$ cat config.mk
export PLATFORM = sky130hd
export DESIGN_NAME = rcr_ctrl
export DESIGN_NICKNAME = d
export VERILOG_FILES = /design/src/hw/rtl/rcr_pkg.sv /design/src/hw/rtl/rcr_ctrl.sv
export SDC_FILE = /design/constraint.sdc
export NUM_CORES = 1
export LEC_CHECK = 0
export ABC_AREA = 1
export BUFFER_PORTS_ARGS = -buffer_cell sky130_fd_sc_hd__buf_4
export CAP_MARGIN = 0
export CORE_UTILIZATION = 52
export DETAILED_ROUTE_END_ITERATION = 12
export GPL_ROUTABILITY_DRIVEN = 0
export PLACE_DENSITY = 0.75
export SYNTH_ARGS = -nofsm -noshare
export SYNTH_HDL_FRONTEND = slang
export SYNTH_SLANG_ARGS = --single-unit
$ cat constraint.sdc
create_clock -name i_clk -period 2.2 [get_ports i_clk]
set_clock_uncertainty 0.1 [all_clocks]
set_input_delay 0.66 -clock i_clk [delete_from_list [all_inputs] [get_ports i_clk]]
set_output_delay 0.66 -clock i_clk [all_outputs]
set_load 0.02 [all_outputs]
$ cat src/hw/rtl/rcr_pkg.sv
// Shared types and constants for the RNS CRT reconstruction block.
// Holds the datapath operation codes and the controller/datapath command
// and status structs. No dependencies.
package rcr_pkg;

    localparam int MAX_LEVELS = 7;
    localparam int W_Q        = 62;    // modulus and residue width
    localparam int W_ACC      = 128;   // accumulator and running product width
    localparam int W_WORD     = 64;    // output word width
    localparam int W_WM       = W_ACC + W_Q;  // exact product width
    localparam int W_IDX      = 3;
    localparam int W_CNT      = 8;
    localparam int W_STATUS   = 2;

    localparam logic [W_STATUS-1:0] STATUS_OK     = 2'd0;
    localparam logic [W_STATUS-1:0] STATUS_NO_INV = 2'd1;
    localparam logic [W_STATUS-1:0] STATUS_OVER   = 2'd2;

    localparam logic [W_IDX-1:0] REG_LEVEL_COUNT = 3'd0;

    // Bit-serial pass lengths
    localparam logic [W_CNT-1:0] RED_STEPS = 8'd128;
    localparam logic [W_CNT-1:0] Q_STEPS   = 8'd62;

    typedef enum logic [4:0] {
        OP_NONE,
        OP_ACCEPT,       // latch residue and modulus of the level
        OP_LOAD_FIRST,   // first level: load accumulator and product
        OP_ERR_INV,      // flag not invertible, digit zero
        OP_RED_P_START,  // reduce product mod q
        OP_RED_STEP,
        OP_EUC_INIT,     // start extended Euclid on (q, P mod q)
        OP_DIV_START,
        OP_DIV_STEP,
        OP_EUC_UPD,
        OP_INV_TAKE,     // keep inverse, start reducing accumulator
        OP_RED_D_START,  // reduce residue difference
        OP_MM_START,
        OP_MM_STEP,
        OP_K_TAKE,
        OP_WMK_START,
        OP_WM_STEP,
        OP_ACC_ADD,      // add P*k, start P*q
        OP_PROD_UPD,
        OP_EMIT
    } t_op;

    typedef struct packed {
        t_op              op;
        logic [W_IDX-1:0] idx;
    } t_cmd;

    typedef struct packed {
        logic cnt_last;
        logic q_small;
        logic e1_zero;
        logic e0_one;
        logic last_level;
    } t_sts;

endpackage

$ cat src/hw/rtl/rcr_ctrl.sv
// Controller of the RNS CRT reconstruction: sequences the datapath passes
// for each residue and runs both handshakes. Depends on rcr_pkg.
module rcr_ctrl (
    input  logic          i_clk,
    input  logic          i_rst_n,
    input  logic          i_residue_valid,
    output logic          o_residue_stall,
    output logic          o_result_valid,
    input  logic          i_result_stall,
    input  rcr_pkg::t_sts i_sts,
    output rcr_pkg::t_cmd o_cmd
);
    import rcr_pkg::*;

    typedef enum logic [19:0] {
        S_IDLE     = 20'h00001,
        S_FIRST    = 20'h00002,
        S_CHECK    = 20'h00004,
        S_RED_P    = 20'h00008,
        S_EUC_INIT = 20'h00010,
        S_EUC_TEST = 20'h00020,
        S_DIV      = 20'h00040,
        S_EUC_UPD  = 20'h00080,
        S_RED_A    = 20'h00100,
        S_RED_D0   = 20'h00200,
        S_RED_D    = 20'h00400,
        S_MM0      = 20'h00800,
        S_MM       = 20'h01000,
        S_K        = 20'h02000,
        S_WMK      = 20'h04000,
        S_WM_K     = 20'h08000,
        S_ACC      = 20'h10000,
        S_WM_Q     = 20'h20000,
        S_PROD     = 20'h40000,
        S_EMIT     = 20'h80000
    } t_state;

    t_state           r_state, n_state;
    logic [W_IDX-1:0] r_idx, n_idx;
    logic             r_out_valid, n_out_valid;
    logic             out_free;
    t_op              op;

    assign out_free        = !r_out_valid || !i_result_stall;
    assign o_residue_stall = (r_state != S_IDLE);
    assign o_result_valid  = r_out_valid;
    assign o_cmd.op        = op;
    assign o_cmd.idx       = r_idx;

    // Next state and datapath operation
    always_comb begin
        n_state     = r_state;
        n_idx       = r_idx;
        n_out_valid = r_out_valid && i_result_stall;
        op          = OP_NONE;
        case (r_state)
            S_IDLE: begin
                if (i_residue_valid) begin
                    op      = OP_ACCEPT;
                    n_state = (r_idx == '0) ? S_FIRST : S_CHECK;
                end
            end
            S_FIRST: begin
                op      = OP_LOAD_FIRST;
                n_state = S_EMIT;
            end
            S_CHECK: begin
                if (i_sts.q_small) begin
                    op      = OP_ERR_INV;
                    n_state = S_WMK;
                end else begin
                    op      = OP_RED_P_START;
                    n_state = S_RED_P;
                end
            end
            S_RED_P: begin
                op = OP_RED_STEP;
                if (i_sts.cnt_last) n_state = S_EUC_INIT;
            end
            S_EUC_INIT: begin
                op      = OP_EUC_INIT;
                n_state = S_EUC_TEST;
            end
            S_EUC_TEST: begin
                if (!i_sts.e1_zero) begin
                    op      = OP_DIV_START;
                    n_state = S_DIV;
                end else if (i_sts.e0_one) begin
                    op      = OP_INV_TAKE;
                    n_state = S_RED_A;
                end else begin
                    op      = OP_ERR_INV;
                    n_state = S_WMK;
                end
            end
            S_DIV: begin
                op = OP_DIV_STEP;
                if (i_sts.cnt_last) n_state = S_EUC_UPD;
            end
            S_EUC_UPD: begin
                op      = OP_EUC_UPD;
                n_state = S_EUC_TEST;
            end
            S_RED_A: begin
                op = OP_RED_STEP;
                if (i_sts.cnt_last) n_state = S_RED_D0;
            end
            S_RED_D0: begin
                op      = OP_RED_D_START;
                n_state = S_RED_D;
            end
            S_RED_D: begin
                op = OP_RED_STEP;
                if (i_sts.cnt_last) n_state = S_MM0;
            end
            S_MM0: begin
                op      = OP_MM_START;
                n_state = S_MM;
            end
            S_MM: begin
                op = OP_MM_STEP;
                if (i_sts.cnt_last) n_state = S_K;
            end
            S_K: begin
                op      = OP_K_TAKE;
                n_state = S_WMK;
            end
            S_WMK: begin
                op      = OP_WMK_START;
                n_state = S_WM_K;
            end
            S_WM_K: begin
                op = OP_WM_STEP;
                if (i_sts.cnt_last) n_state = S_ACC;
            end
            S_ACC: begin
                op      = OP_ACC_ADD;
                n_state = S_WM_Q;
            end
            S_WM_Q: begin
                op = OP_WM_STEP;
                if (i_sts.cnt_last) n_state = S_PROD;
            end
            S_PROD: begin
                op      = OP_PROD_UPD;
                n_state = S_EMIT;
            end
            S_EMIT: begin
                // On the last level, hold until the output register can take the result
                if (i_sts.last_level) begin
                    if (out_free) begin
                        op          = OP_EMIT;
                        n_out_valid = 1'b1;
                        n_idx       = '0;
                        n_state     = S_IDLE;
                    end
                end else begin
                    n_idx   = r_idx + W_IDX'(1);
                    n_state = S_IDLE;
                end
            end
            default: n_state = S_IDLE;
        endcase
    end

    always_ff @(posedge i_clk) begin
        if (!i_rst_n) begin
            r_state     <= S_IDLE;
            r_idx       <= '0;
            r_out_valid <= 1'b0;
        end else begin
            r_state     <= n_state;
            r_idx       <= n_idx;
            r_out_valid <= n_out_valid;
        end
    end

endmodule

==> results.cfg <==
[logic_synthesis]
post_synth_design_cell_area_sq_um = 1650
synth_fp_nets = 262
number_of_distinct_standard_cells_referenced_by_the_synthesized_netlist = 29
synth-seq-cells = 24
yosysSeqAreaShare_pct = 29.1
postSynthCellCount = 251
synth_warnings = 0
postSynthAreaPerCell_sq_um = 6.58

[routing]
detailedRoute.firstIterationViolations = 81
drc = 0
routed_wirelength_mm = 4.90
drt_pre_antenna_iters = 4
wire_per_inst_microns = 13.5
vias = 1872
viasPerCell = 5.14
postRouteAntennaNets = 0

[hold_path]
worstHoldEndpoint = r_idx[0]$_SDFFE_PN0P_
holdCritStartpoint = r_idx[0]$_SDFFE_PN0P_
cell_count_of_the_worst_hold_path = 2
hold_class = register to register

[cells_and_area]
layout-drive-gt1-share_pct = 50.6
leading_cell_type_in_the_layout_fill_and_taps_excluded = sky130_fd_sc_hd__buf_4
syn_to_final_growth_pct = 49.9
design.final.nets = 333
layoutNonFillerInstCount = 364
layout.cells.most_common_list = 59 x sky130_fd_sc_hd__buf_4, 41 x sky130_fd_sc_hd__nand2_1, 34 x sky130_fd_sc_hd__inv_1
final_core_util_pct = 81.8
n_antenna_cell = 0
fin_area_sq_um = 2480

[cts]
clkSinkCount = 24
clkLatencyLatePin_ns = 0.32
tritoncts.num_buffers = 3
tritoncts = done
cts.htree.levels = 1
clock_tree.buffer_depth = 2
root_buffer = sky130_fd_sc_hd__clkbuf_4
cts.hold.buffers_added = 0
clk_pin_slew_ns = 0.14

[timing]
min_period_over_period_pct = 117
worst_pin_slew_ns = 0.376
setup-violations-final = 6
highest_achievable_clock_rate_mhz = 389
fin_ws_ns = -0.367
grt_setup_unrepaired = yes
slew_violations = 0
final-hold-violation-count = 0
min_period_ns = 2.57
slew_headroom_pct = 74.7

[floorplanning]
die-area_sq_um = 3410
start_util_pct = 54.5
ioPinCount = 19
die_height_microns = 58.4
dieWidth_microns = 58.4
core_region_area_sq_um = 3030
num_rows = 20

[grt]
top_usage_layer = met2
use_met2_pct = 52.7
first_global_vias = 1830
grt_pass1_wl_mm = 7.67
grt_antenna_before_repair = 0
grt_max_degree = 13
met1_usage_pct = 34.8
grt-ovfl-total = 0
track_usage_pct = 29.8
met3_routing_resource_usage_after_global_routing_pct = 4.62

[worst_setup_path]
r2r-start = r_state[7]$_SDFFE_PN0P_
critical_path_arrival_ns = 1.81
worstSetupStartpointType = register
worst_r2r_path_depth = 13
r2r_end = r_state[13]$_SDFFE_PN0P_
path_max_fanout = 5
r2r_setup_slack_ns = 0.11
endpoint_type_of_the_worst_setup_path = primary output
cp_data_required_time_ns = 1.44
timing.setup.critical_path_class = register to primary output

[power]
p_leak_uw = 0.00127
cellPowerDensity_nw_per_um2 = 1180
max-vdd-ir-drop_mv = 1.11
finalPower_uw = 2930

[placement]
place_area_sq_um = 2150
place.port_buffers = 18
placed_cells_incl_taps = 351
hpwl_mm = 3.47

[flow_run]
max_cap_viol_count = 0

[run_status]
outcome = finished, violations left
failing_checks = negative setup slack
[sequential cells by signal, summed over array words and instances, names as in the netlist]
name / count
r_idx: 3
r_state: 20
o_result_valid: 1
[timing repair]
action                                  4_1_cts  5_1_grt
hold endpoints to repair                      0        0
pin swaps                                    20       17
gates resized for setup                      48       23
buffers inserted                              7        3
endpoints found under the setup margin        6        6
[worst max-delay path by stage]
stage | slack [ns] | cells after the start | startpoint | end
6_report | -0.37 | 10 | r_state[1]$_SDFFE_PN0P_ | o_cmd[3]
5_1_grt | -0.46 | 8 | r_state[1]$_SDFFE_PN0P_ | o_cmd[6]
4_1_cts | -0.36 | 9 | r_state[18]$_SDFFE_PN0P_ | o_cmd[3]
3_5_place_dp | -0.11 | 8 | r_state[19]$_SDFFE_PN0P_ | o_cmd[3]
3_3_place_gp | -0.11 | 9 | r_state[6]$_SDFFE_PN0P_ | o_cmd[4]
2_1_floorplan | 0.009 | 11 | r_state[6]$_SDFFE_PN0P_ | o_cmd[4]
[kinds of logic (layout without fill, tap and decap cells)]
family | Yosys count | in the layout | share of synthesized area, %
adder cells (fa/ha/maj) | 2 | 2 | 1.51
XOR/XNOR | 1 | 1 | 0.530
AND/OR/NAND/NOR | 168 | 168 | 53.5
AO/OA/AOI/OAI | 17 | 17 | 6.06
flip-flops | 24 | 24 | 29.1
buffers and inverters | 39 | 108 | 9.32
[cell usage after synthesis (all sizes together)]
library cell / instances / area (sq um)
a211oi: 1 / 7.51
a21oi: 11 / 66.3
a31oi: 1 / 6.26
and2: 1 / 6.26
and3: 3 / 18.8
buf: 1 / 11.3
dfxtp: 24 / 480
ha: 2 / 25.0
inv: 38 / 143
nand2: 59 / 269
nand3: 31 / 168
nand3b: 2 / 15.0
nand4: 4 / 25.0
nor2: 54 / 304
nor3: 10 / 50.1
nor4: 1 / 6.26
o21ai: 4 / 20.0
or2: 3 / 21.3
xor2: 1 / 8.76
[power by group]
group	switching [uW]	total (uW)	internal [uW]
combinational	1210	2170	954
clock	139	203	64.2
sequential	54.0	555	501
[worst max-delay path: stages (launching register included)]
cell and delay, ns:
sky130_fd_sc_hd__dfxtp_2 0.36, sky130_fd_sc_hd__nor2_4 0.15, sky130_fd_sc_hd__nand2_4 0.09, sky130_fd_sc_hd__nor2_4 0.15
sky130_fd_sc_hd__buf_6 0.13, sky130_fd_sc_hd__nand3_2 0.09, sky130_fd_sc_hd__buf_4 0.16, sky130_fd_sc_hd__o21ai_1 0.10
sky130_fd_sc_hd__nor2_2 0.07, sky130_fd_sc_hd__nand3_2 0.08, sky130_fd_sc_hd__buf_6 0.11
[cell type report]
type / instances / area (sq um)
Clock buffer: 3 / 22.5
Tap cell: 44 / 55.1
Sequential cell: 24 / 503
Inverter: 38 / 143
Multi-Input combinational cell: 188 / 1210
Fill cell: 202 / 552
Timing Repair Buffer: 67 / 542
[metal layers]
layer	share of wire, %	up-vias
met1	42	850
met5	0	-
met2	49	68
met4	3.7	0
li1	-	935
met3	5.4	19
[per-stage QoR]
stage | hold WS (ns) | setup slack [ns] | TNS (ns)
after global placement | 0.387 | -0.109 | -0.251
after floorplan | 0.353 | 0.00923 | 0
final | 0.416 | -0.367 | -1.96
after global routing | 0.434 | -0.462 | -2.49
after detailed placement | 0.392 | -0.112 | -0.356
after CTS | 0.413 | -0.365 | -1.90
(Power assumes the default switching activity.)
